[config.mk]
export PLATFORM = sky130hd
export DESIGN_NAME = bios_disk_call_translator
export DESIGN_NICKNAME = d
export VERILOG_FILES = /design/src/design/bdct_pkg.sv /design/src/design/bios_disk_call_translator.sv
export SDC_FILE = /design/constraint.sdc
export NUM_CORES = 1
export LEC_CHECK = 0
export ABC_AREA = 1
export BUFFER_PORTS_ARGS = -buffer_cell sky130_fd_sc_hd__buf_4
export CAP_MARGIN = 10
export CORE_ASPECT_RATIO = 0.7
export CORE_MARGIN = 10
export CORE_UTILIZATION = 35
export DETAILED_ROUTE_END_ITERATION = 6
export PLACE_DENSITY = 0.51
export SLEW_MARGIN = 5
export SYNTH_ARGS = -nofsm -noshare
export SYNTH_HDL_FRONTEND = slang
export SYNTH_SLANG_ARGS = --single-unit
export TNS_END_PERCENT = 50
[constraint.sdc]
create_clock -name clk_i -period 17 [get_ports clk_i]
set_input_delay 4.25 -clock clk_i [delete_from_list [all_inputs] [get_ports clk_i]]
set_output_delay 4.25 -clock clk_i [all_outputs]
set_load 0.01 [all_outputs]
[src/design/bdct_pkg.sv]
`timescale 1ns / 1ps
// ----------------------------------------------------------------------------
// bdct_pkg
// Shared types and constants of the BIOS disk call translator: function
// codes, configuration register indexes, pipeline stage records.
// ----------------------------------------------------------------------------
package bdct_pkg;

  // Function codes (AH)
  typedef enum logic [7:0] {
    OP_RESET      = 8'h00,
    OP_READ       = 8'h02,
    OP_WRITE      = 8'h03,
    OP_VERIFY     = 8'h04,
    OP_GET_PARAMS = 8'h08,
    OP_DISK_TYPE  = 8'h15,
    OP_SET_MEDIA  = 8'h18,
    OP_EXT_CHECK  = 8'h41,
    OP_EXT_READ   = 8'h42,
    OP_EXT_WRITE  = 8'h43,
    OP_EXT_PARAMS = 8'h48
  } op_e;

  // Configuration register indexes
  typedef enum logic [2:0] {
    CFG_DRIVE_NUMBER = 3'd0,
    CFG_HEADS        = 3'd1,
    CFG_SPT          = 3'd2,
    CFG_CYLINDERS    = 3'd3,
    CFG_DISK_SECTORS = 3'd4,
    CFG_DRIVE_COUNT  = 3'd5
  } cfg_idx_e;

  localparam logic [7:0]  DRIVE_NUMBER_RST = 8'h80;
  localparam logic [8:0]  HEADS_RST        = 9'd255;
  localparam logic [5:0]  SPT_RST          = 6'd63;
  localparam logic [31:0] CYLINDERS_RST    = 32'd1;
  localparam logic [31:0] DISK_SECTORS_RST = 32'd0;
  localparam logic [7:0]  DRIVE_COUNT_RST  = 8'd1;

  localparam logic [15:0] BOOT_SIG        = 16'haa55;
  localparam logic [31:0] CYL_CLAMP       = 32'd1024;
  localparam logic [15:0] CX_CYL_CLAMPED  = 16'hffc0;
  localparam logic [7:0]  AH_OK           = 8'h00;
  localparam logic [7:0]  AH_FAIL         = 8'h01;
  localparam logic [7:0]  AH_HARD_DISK    = 8'h03;
  localparam logic [15:0] EXT_SUPPORT_MAP = 16'h0001;

  localparam int unsigned IN_W      = 160;
  localparam int unsigned OUT_W     = 152;
  localparam int unsigned PROD1_W   = 19;  // 10-bit cylinder x 9-bit heads
  localparam int unsigned PROD2_W   = 26;  // (prod1 + head) x 6-bit spt

  // One call as it travels the pipeline
  typedef struct packed {
    logic [7:0]  op;
    logic        hit;   // known function for the served drive
    logic [7:0]  drive;
    logic [7:0]  al_count;
    logic [15:0] cx_word;
    logic [7:0]  head;
    logic [15:0] bx_word;
    logic [15:0] es_segment;
    logic [31:0] packet_lba;
    logic [15:0] packet_count;
    logic [15:0] packet_segment;
    logic [15:0] packet_offset;
  } call_t;

  // One result
  typedef struct packed {
    logic        unhandled;
    logic        carry;
    logic [7:0]  ah_out;
    logic [15:0] bx_out;
    logic [15:0] cx_out;
    logic [15:0] dx_out;
    logic        xfer_read;
    logic [31:0] xfer_lba;
    logic [15:0] xfer_count;
    logic [31:0] xfer_buffer;
    logic [10:0] param_cylinders;
  } result_t;

endpackage

[src/design/bios_disk_call_translator.sv]
`timescale 1ns / 1ps
// ----------------------------------------------------------------------------
// bios_disk_call_translator
// Translates BIOS disk service calls into status, register results and
// sector transfer requests for one served drive.
// ----------------------------------------------------------------------------
// Stages: a call is registered in stage 1, then stage 2, then the result register.
// Throughput: one call per cycle unless m_axis_tready stalls; the CHS-to-LBA
// multiply chain is split over the three stages (cylinder x heads, then x sectors per track).
// Reset: rst_ni clears all stage valid bits and loads the default geometry
// (drive 0x80, 255 heads, 63 sectors, 1 cylinder, 0 sectors, 1 drive).
// ----------------------------------------------------------------------------
module bios_disk_call_translator
  import bdct_pkg::*;
(
  input  logic               clk_i,
  input  logic               rst_ni,
  // configuration write channel
  input  logic               cfg_valid_i,
  output logic               cfg_ready_o,
  input  logic [2:0]         cfg_index_i,
  input  logic [31:0]        cfg_data_i,
  // call input
  input  logic               s_axis_tvalid,
  output logic               s_axis_tready,
  // op, drive, al_count, cx_word, head, bx_word, es_segment, packet_lba,
  // packet_count, packet_segment, packet_offset
  input  logic [IN_W-1:0]    s_axis_tdata,
  // result output
  output logic               m_axis_tvalid,
  input  logic               m_axis_tready,
  // carry, ah_out, bx_out, cx_out, dx_out, xfer_read, xfer_lba, xfer_count,
  // xfer_buffer, param_cylinders, 3 zero bits
  output logic [OUT_W-1:0]   m_axis_tdata,
  // unhandled
  output logic               m_axis_tuser
);

  // --------------------------------------------------------------------------
  // Configuration registers
  // --------------------------------------------------------------------------
  logic [7:0]  drive_number_q;
  logic [8:0]  heads_q;
  logic [5:0]  spt_q;
  logic [31:0] cylinders_q;
  logic [31:0] disk_sectors_q;
  logic [7:0]  drive_count_q;

  assign cfg_ready_o = 1'b1;

  always_ff @(posedge clk_i or negedge rst_ni) begin
    if (!rst_ni) begin
      drive_number_q <= DRIVE_NUMBER_RST;
      heads_q        <= HEADS_RST;
      spt_q          <= SPT_RST;
      cylinders_q    <= CYLINDERS_RST;
      disk_sectors_q <= DISK_SECTORS_RST;
      drive_count_q  <= DRIVE_COUNT_RST;
    end else if (cfg_valid_i) begin
      unique case (cfg_idx_e'(cfg_index_i))
        CFG_DRIVE_NUMBER: drive_number_q <= cfg_data_i[7:0];
        CFG_HEADS:        heads_q        <= cfg_data_i[8:0];
        CFG_SPT:          spt_q          <= cfg_data_i[5:0];
        CFG_CYLINDERS:    cylinders_q    <= cfg_data_i;
        CFG_DISK_SECTORS: disk_sectors_q <= cfg_data_i;
        CFG_DRIVE_COUNT:  drive_count_q  <= cfg_data_i[7:0];
        default: ;
      endcase
    end
  end

  // --------------------------------------------------------------------------
  // Pipeline control: each stage advances when it is empty or drains
  // --------------------------------------------------------------------------
  logic v1_q, v2_q, v3_q;
  logic rdy1, rdy2, rdy3;
  logic in_fire;

  assign rdy3          = !v3_q || m_axis_tready;
  assign rdy2          = !v2_q || rdy3;
  assign rdy1          = !v1_q || rdy2;
  assign s_axis_tready = rdy1;
  assign in_fire       = s_axis_tvalid && rdy1;
  assign m_axis_tvalid = v3_q;

  always_ff @(posedge clk_i or negedge rst_ni) begin
    if (!rst_ni) begin
      v1_q <= 1'b0;
      v2_q <= 1'b0;
      v3_q <= 1'b0;
    end else begin
      if (rdy1) v1_q <= s_axis_tvalid;
      if (rdy2) v2_q <= v1_q;
      if (rdy3) v3_q <= v2_q;
    end
  end

  // --------------------------------------------------------------------------
  // Stage 1: unpack, decode, cylinder x heads
  // --------------------------------------------------------------------------
  call_t               call_in;
  logic                known;
  logic [9:0]          cyl_in;
  call_t               s1_q;
  logic [PROD1_W-1:0]  prod1_d, prod1_q;

  always_comb begin
    call_in.op             = s_axis_tdata[7:0];
    call_in.drive          = s_axis_tdata[15:8];
    call_in.al_count       = s_axis_tdata[23:16];
    call_in.cx_word        = s_axis_tdata[39:24];
    call_in.head           = s_axis_tdata[47:40];
    call_in.bx_word        = s_axis_tdata[63:48];
    call_in.es_segment     = s_axis_tdata[79:64];
    call_in.packet_lba     = s_axis_tdata[111:80];
    call_in.packet_count   = s_axis_tdata[127:112];
    call_in.packet_segment = s_axis_tdata[143:128];
    call_in.packet_offset  = s_axis_tdata[159:144];

    unique case (call_in.op) inside
      OP_RESET, OP_READ, OP_WRITE, OP_VERIFY, OP_GET_PARAMS, OP_DISK_TYPE,
      OP_SET_MEDIA, OP_EXT_CHECK, OP_EXT_READ, OP_EXT_WRITE,
      OP_EXT_PARAMS: known = 1'b1;
      default:       known = 1'b0;
    endcase
    call_in.hit = known && (call_in.drive == drive_number_q);

    // cylinder: CL bits 7:6 above CH
    cyl_in  = {call_in.cx_word[7:6], call_in.cx_word[15:8]};
    prod1_d = PROD1_W'(cyl_in * heads_q);
  end

  always_ff @(posedge clk_i) begin
    if (in_fire) begin
      s1_q    <= call_in;
      prod1_q <= prod1_d;
    end
  end

  // --------------------------------------------------------------------------
  // Stage 2: (cylinder x heads + head) x sectors per track
  // --------------------------------------------------------------------------
  call_t               s2_q;
  logic [PROD1_W:0]    track_idx;
  logic [PROD2_W-1:0]  prod2_d, prod2_q;

  assign track_idx = {1'b0, prod1_q} + (PROD1_W + 1)'(s1_q.head);
  assign prod2_d   = PROD2_W'(track_idx * spt_q);

  always_ff @(posedge clk_i) begin
    if (rdy2 && v1_q) begin
      s2_q    <= s1_q;
      prod2_q <= prod2_d;
    end
  end

  // --------------------------------------------------------------------------
  // Stage 3: add sector, build the result
  // --------------------------------------------------------------------------
  result_t     res_d, res_q;
  logic [31:0] chs_lba;
  logic [31:0] max_cyl;

  assign chs_lba = 32'(prod2_q) + 32'(s2_q.cx_word[5:0]) - 32'd1;
  assign max_cyl = cylinders_q - 32'd1;

  always_comb begin
    res_d.unhandled       = 1'b0;
    res_d.carry           = 1'b0;
    res_d.ah_out          = AH_OK;
    res_d.bx_out          = s2_q.bx_word;
    res_d.cx_out          = s2_q.cx_word;
    res_d.dx_out          = {s2_q.head, s2_q.drive};
    res_d.xfer_read       = 1'b0;
    res_d.xfer_lba        = '0;
    res_d.xfer_count      = '0;
    res_d.xfer_buffer     = '0;
    res_d.param_cylinders = '0;

    if (!s2_q.hit) begin
      res_d.unhandled = 1'b1;
      res_d.carry     = 1'b1;
      res_d.ah_out    = AH_FAIL;
    end else begin
      unique case (s2_q.op) inside
        OP_READ, OP_WRITE: begin
          res_d.xfer_read   = (s2_q.op == OP_READ);
          res_d.xfer_lba    = chs_lba;
          res_d.xfer_count  = {8'h00, s2_q.al_count};
          res_d.xfer_buffer = {s2_q.es_segment, s2_q.bx_word};
        end
        OP_GET_PARAMS: begin
          // zero cylinders wraps to the clamped packing as well
          if (cylinders_q > CYL_CLAMP) begin
            res_d.cx_out = CX_CYL_CLAMPED | {10'd0, spt_q};
          end else begin
            res_d.cx_out = {max_cyl[7:0], 8'h00} | {max_cyl[17:8], 6'd0}
                         | {10'd0, spt_q};
          end
          res_d.dx_out = {heads_q[7:0] - 8'd1, drive_count_q};
        end
        OP_DISK_TYPE: begin
          res_d.ah_out = AH_HARD_DISK;
          res_d.cx_out = disk_sectors_q[31:16];
          res_d.dx_out = disk_sectors_q[15:0];
        end
        OP_SET_MEDIA: begin
          res_d.ah_out = AH_FAIL;
        end
        OP_EXT_CHECK: begin
          res_d.ah_out = AH_FAIL;
          res_d.bx_out = BOOT_SIG;
          res_d.cx_out = EXT_SUPPORT_MAP;
        end
        OP_EXT_READ, OP_EXT_WRITE: begin
          res_d.xfer_read   = (s2_q.op == OP_EXT_READ);
          res_d.xfer_lba    = s2_q.packet_lba;
          res_d.xfer_count  = s2_q.packet_count;
          res_d.xfer_buffer = {s2_q.packet_segment, s2_q.packet_offset};
        end
        OP_EXT_PARAMS: begin
          res_d.param_cylinders = (cylinders_q > CYL_CLAMP) ? CYL_CLAMP[10:0]
                                                           : cylinders_q[10:0];
        end
        default: ;  // reset and verify: status ok, registers echoed
      endcase
    end
  end

  always_ff @(posedge clk_i) begin
    if (rdy3 && v2_q) begin
      res_q <= res_d;
    end
  end

  assign m_axis_tuser = res_q.unhandled;
  assign m_axis_tdata = {3'b000,
                         res_q.param_cylinders,
                         res_q.xfer_buffer,
                         res_q.xfer_count,
                         res_q.xfer_lba,
                         res_q.xfer_read,
                         res_q.dx_out,
                         res_q.cx_out,
                         res_q.bx_out,
                         res_q.ah_out,
                         res_q.carry};

`ifndef NO_ASSERTIONS
  // input side stalls only when every stage holds a call
  a_stall_full: assert property (@(posedge clk_i) disable iff (!rst_ni)
    !s_axis_tready |-> (v1_q && v2_q && v3_q))
    else $error("input stalled with an empty stage");

  // an accepted call reaches stage 1 on the next edge
  a_fill: assert property (@(posedge clk_i) disable iff (!rst_ni)
    (s_axis_tvalid && s_axis_tready) |=> v1_q)
    else $error("accepted transaction lost at stage 1");

  // an unhandled call fails and requests no transfer
  a_unhandled: assert property (@(posedge clk_i) disable iff (!rst_ni)
    (m_axis_tvalid && res_q.unhandled) |->
      (res_q.carry && res_q.ah_out == AH_FAIL && res_q.xfer_count == '0))
    else $error("unhandled result carries a transfer or wrong status");

  // a transfer request is always a successful call
  a_xfer_ok: assert property (@(posedge clk_i) disable iff (!rst_ni)
    (m_axis_tvalid && res_q.xfer_count != '0) |-> !res_q.carry)
    else $error("transfer request with carry set");

  // parameter cylinders never exceed the clamp
  a_clamp: assert property (@(posedge clk_i) disable iff (!rst_ni)
    m_axis_tvalid |-> (32'(res_q.param_cylinders) <= CYL_CLAMP))
    else $error("parameter cylinders above clamp");
`endif

endmodule

# Yosys cells after proc, flatten, opt, wreduce, memory -nomap -nowiden
# Cells that the tools add are included.
[word_totals]
ff_bits = 615
latchBits = 0
ramBits = 0
mem_bits_ro = 0
inputBits = 200
word_cells = 119
memories = 0
[classes]
addsub = 5
n_mul = 2
div = 0
magnitude_cmp = 1
eq_ne = 25
shift = 0
muxes = 11
bitwise_logic = 4
n_reduce_logical = 24
[op_table]
columns = ["op", "count"]
rows = [
  ["81-bit one-hot mux with 2 select lines", 1],
  ["140-bit 2-to-1 mux", 1],
  ["8-bit by 7-bit == test with 1-bit output (second input constant)", 8],
  ["16-bit one-hot mux with 3 select lines", 1],
  ["8-bit by 2-bit == test with 1-bit output (second input constant)", 4],
  ["8-bit by 5-bit == test with 1-bit output (second input constant)", 4],
  ["32-bit by 11-bit > comparator with 1-bit output (second input constant)", 1],
  ["16-bit 2-to-1 mux", 2],
  ["16-bit one-hot mux with 2 select lines", 1],
  ["27-bit by 1-bit subtractor with 28-bit output (second input constant)", 1],
  ["26-bit by 6-bit adder with 27-bit output", 1],
  ["20-bit by 6-bit multiplier with 26-bit output", 1],
  ["11-bit 2-to-1 mux", 2],
  ["19-bit by 8-bit adder with 20-bit output", 1],
  ["10-bit by 9-bit multiplier with 19-bit output", 1],
  ["18-bit by 1-bit subtractor with 18-bit output (second input constant)", 1],
  ["8-bit by 4-bit == test with 1-bit output (second input constant)", 2],
  ["16-bit OR", 1],
  ["16-bit by 6-bit OR with 16-bit output", 1],
  ["2-bit AND reduction", 7],
  ["11-bit OR reduction", 1],
  ["8-bit by 3-bit == test with 1-bit output (second input constant)", 1],
  ["8-bit == test", 1],
  ["8-bit logical NOT", 1],
  ["14 further kinds", 26],
]

# Logic depth before layout (Yosys ltp)
[logic_depth]
ltp_word = 6
mapped_depth = 26
ltp_nobuf = 26

# Least setup slack after synthesis
# OpenSTA, ideal clock, no wires.
[synth_path]
path_type = "input to register"
startpoint = "in m_axis_tready"
endpoint = "reg res_q (netlist bit m_axis_tdata[100]) (enable)"
setup_ns = 0.693
arrival_ns = 11.131
setup_slack_ns = 5.176
stages = 2
cell_sequence = "inv_1 a21oi_1"
[synth_between]
elab_chain_len = 2
[synth_rtl]
columns = ["item", "line", "text"]
rows = [
  ["start, declared", "bios_disk_call_translator.sv:31", "input logic m_axis_tready,"],
  ["1-bit logical OR", "bios_disk_call_translator.sv:79", "assign rdy3 = !v3_q || m_axis_tready;"],
  ["1-bit logical AND", "bios_disk_call_translator.sv:231", "if (rdy3 && v2_q) begin"],
  ["end signal, assigned", "bios_disk_call_translator.sv:232", "res_q <= res_d;"],
  ["end, declared", "bios_disk_call_translator.sv:160", "result_t res_d, res_q;"],
]
# Every way passes these cells.
# A chain may end at the register's enable or synchronous reset.

# Worst setup path in the final report
[layout_path]
startpoint = "in m_axis_tready"
endpoint = "out s_axis_tready"
[layout_between]
elab_chain_len = 3
[layout_rtl]
columns = ["item", "line", "text"]
rows = [
  ["1-bit logical OR", "bios_disk_call_translator.sv:79", ""],
  ["1-bit logical OR", "bios_disk_call_translator.sv:80", "assign rdy2 = !v2_q || rdy3;"],
  ["1-bit logical OR", "bios_disk_call_translator.sv:81", "assign rdy1 = !v1_q || rdy2;"],
  ["end, declared", "bios_disk_call_translator.sv:25", "output logic s_axis_tready,"],
]
# Every way passes these cells.

==> metrics.txt <==
Final period util 53.9%; Max VDD drop 0.161 mV; crit path cell chain buf_4 > inv_1 > nand2_1 > nor2_1 > nand2_1 > buf_4; reg2reg start s1_q[112]$_DFFE_PP_; grt total ovfl 0; CTS Buf Count 61; HP Start s1_q[24]$_DFFE_PP_; vias per inst 4.70; fin. max-slew vios 0; maximum clock frequency 109 MHz; largest net degree at the start of global routing 118; CP max stage cell buf_4; EDFF count, synth 510; synth top area cells edfxtp_1 49%, fa_1 8.5%, nand2_1 8.5%, dfrtp_1 6.5%, inv_1 5.7%; Hold Crit Endpoint s2_q[24]$_DFFE_PP_; post-DP HPWL 61800 um; CP Class input port to output port; post-layout power 6710 uW; synthesized area per cell 10.5 um2; Resized Gates After CTS 0; Placeable Area 87900 um2; Sink Count 608; crit start category input port; Die X 376 um; post-synth top area share 49.4%; crit path time final 9.17 ns; Max clock buf depth 3; routed wire length 84200 um; Synth Instances 2937; outcome finished, final reports clean; area grow syn2layout 18.8%; actual slew at the worst max-slew pin 1.11 ns; Max Cap Violations 0; reg2reg end prod2_q[22]$_DFFE_PP_; clk_skew 0.0603 ns; Port Buf Inserts 345; vias in the first global route 20900; drt pass-1 iters 5; Pleak 0.0163 uW; register bit total from synthesis 608; global route hottest layer met2; first-pass GRT wire length 129000 um; H-Tree Depth 2; I/O pin cnt 356; vias 21100; Synth cell types 50; post-synth top area cell edfxtp_1; WHS Path Cells 0; Reg clk slew, reported paths 0.06 ns; DR WL/cell 18.7 um; GR Util All Layers 16.4%; Post-CTS Setup Inserts 0; initial antenna violation count 10; Pwr Density 182 nW/um2; M1 GR Usage 24.0%; Routability Congestion 0.871; Critical Path Max Stage Delay 0.15 ns; Routed Antenna Nets 0; Fill cells 8575; prevailing post-synth register cell edfxtp_1; Data arrival, critical path 4.92 ns; die height 269 um; RSZ-0062 raised after global routing no; Initial Utilization 35.2%; Residual DRC 0; CP required 12.75 ns; die area 101000 um2; root buffer cell clkbuf_16; Hold/Removal Path Class register to register; # rows 91; Final setup viols 0; critical path fanouts, max 3; Nets 3727; cts hold-fix bufs 0; Fin. Hold Viols 0; r2r setup slk 10.90 ns; 1st-iter DRT viols 1755; Post-Syn Area 31000 um2; R2R depth 22; synth warn 0; setup TNS 0 ns; share of cells above drive strength 1 15.0%; Crit. End Element output port; Seq/Total Area, Yosys 57.4%; worst skew pair latency 0.68 ns; met2 GRT Util 25.2%; ys async rst share 16.1%; buffer and inverter count on the worst path 3; met3 Track Usage GR 2.78%; cell family with most CP delay buffers and inverters; TritonCTS clock tree yes; relative slew slack 25.6%
report_power, final:
part	total (uW)	switching (uW)	internal [uW]
Sequential	2190	143	2040
Clock	1370	612	758
Combinational	3160	2050	1100
Total	6710	2810	3900
cell usage after synthesis, types with 15 or more instances:
library cell,instances
edfxtp_1,510
xnor2_1,20
o21ai_0,135
nand2_1,704
nor3_1,15
dfstp_2,17
inv_1,471
nor2_1,240
clkbuf_1,53
nand3_1,105
dfrtp_1,81
nand4_1,21
ha_1,116
xor2_1,42
a21oi_1,138
fa_1,132
metal layers:
layer / up-vias / routed length (um)
li1: 10200 / -
met1: 10300 / 40100
met2: 527 / 37500
met3: 90 / 4860
met4: 2 / 1740
met5: - / 9
kinds of logic (layout without fill, tap and decap cells):
family          after synthesis  after routing  synth area share, %
xor+xnor                     62             62                 1.75
buf+inv                     570            955                 7.21
flops                       608            608                 57.4
simple gates               1115           1115                 14.5
fa+ha+maj                   248            248                 13.2
compound gates              332            332                 5.82
other cells                   2             15               0.0242
layout by cell type (no fill, tap or decap), types with 5 or more instances in the layout:
cell type and instances:
a21boi_0 5, a21oi_1 137, a31oi_1 14, buf_4 355, bufinv_16 5, clkbuf_1 11, clkbuf_16 61, clkinv_1 18
clkinv_2 10, conb_1 10, dfrtp_1 81, dfstp_2 17, diode_2 5, edfxtp_1 510, fa_1 132, ha_1 116
inv_1 468, inv_2 7, nand2_1 703, nand3_1 104, nand3b_1 8, nand4_1 21, nor2_1 240, nor3_1 15
o211ai_1 10, o21ai_0 135, o21bai_1 9, or2_2 6, xnor2_1 20, xor2_1 42
layout make-up:
| cell class | instances | area, um2 | share of cell area (%) |
|---|---|---|---|
| tap | 1162 | 1450 | 3.95 |
| timing repair buffer | 355 | 2670 | 7.24 |
| clock inverter | 39 | 419 | 1.14 |
| inverter | 486 | 1840 | 5.01 |
| multi-input combinational | 1767 | 11000 | 29.9 |
| clock buffer | 75 | 1610 | 4.37 |
| sequential | 608 | 17800 | 48.4 |
| antenna | 5 | 12.5 | 0.0340 |
how the worst max path moves through the flow:
stage                       start                         endpoint  slack [ns]  depth (start not counted)
global route        m_axis_tready                    s_axis_tready        7.78                          6
finish              m_axis_tready                    s_axis_tready        7.83                          6
detailed placement  m_axis_tready                    s_axis_tready        7.82                          6
CTS                 m_axis_tready                    s_axis_tready        7.82                          6
global placement    m_axis_tready                    s_axis_tready        7.81                          6
floorplan           m_axis_tready  m_axis_tdata[100]$_SDFFCE_PN0P_        5.18                          2
stage by stage:
| step | hold slack (ns) | setup slack (ns) | utilization, % | area, um2 | instances |
|---|---|---|---|---|---|
| 6_report | 0.416 | 7.83 | 41.9 | 36800 | 4497 |
| 5_1_grt | 0.421 | 7.78 | 41.8 | 36800 | 4494 |
| 4_1_cts | 0.414 | 7.82 | 41.8 | 36800 | 4492 |
| 3_5_place_dp | 0.405 | 7.82 | 39.5 | 34700 | 4378 |
| 3_3_place_gp | 0.400 | 7.81 | 39.5 | 34700 | 4378 |
| 2_1_floorplan | 0.400 | 5.18 | - | 31000 | 2945 |
sequential cells by signal, summed over array words and instances, names as in the netlist, 6 cells and up:
register,count
spt_q,6
disk_sectors_q,32
s1_q,161
drive_number_q,8
cylinders_q,32
m_axis_tdata,142
drive_count_q,8
prod1_q,19
prod2_q,26
s2_q,161
heads_q,9
(Power assumes the default switching activity.)
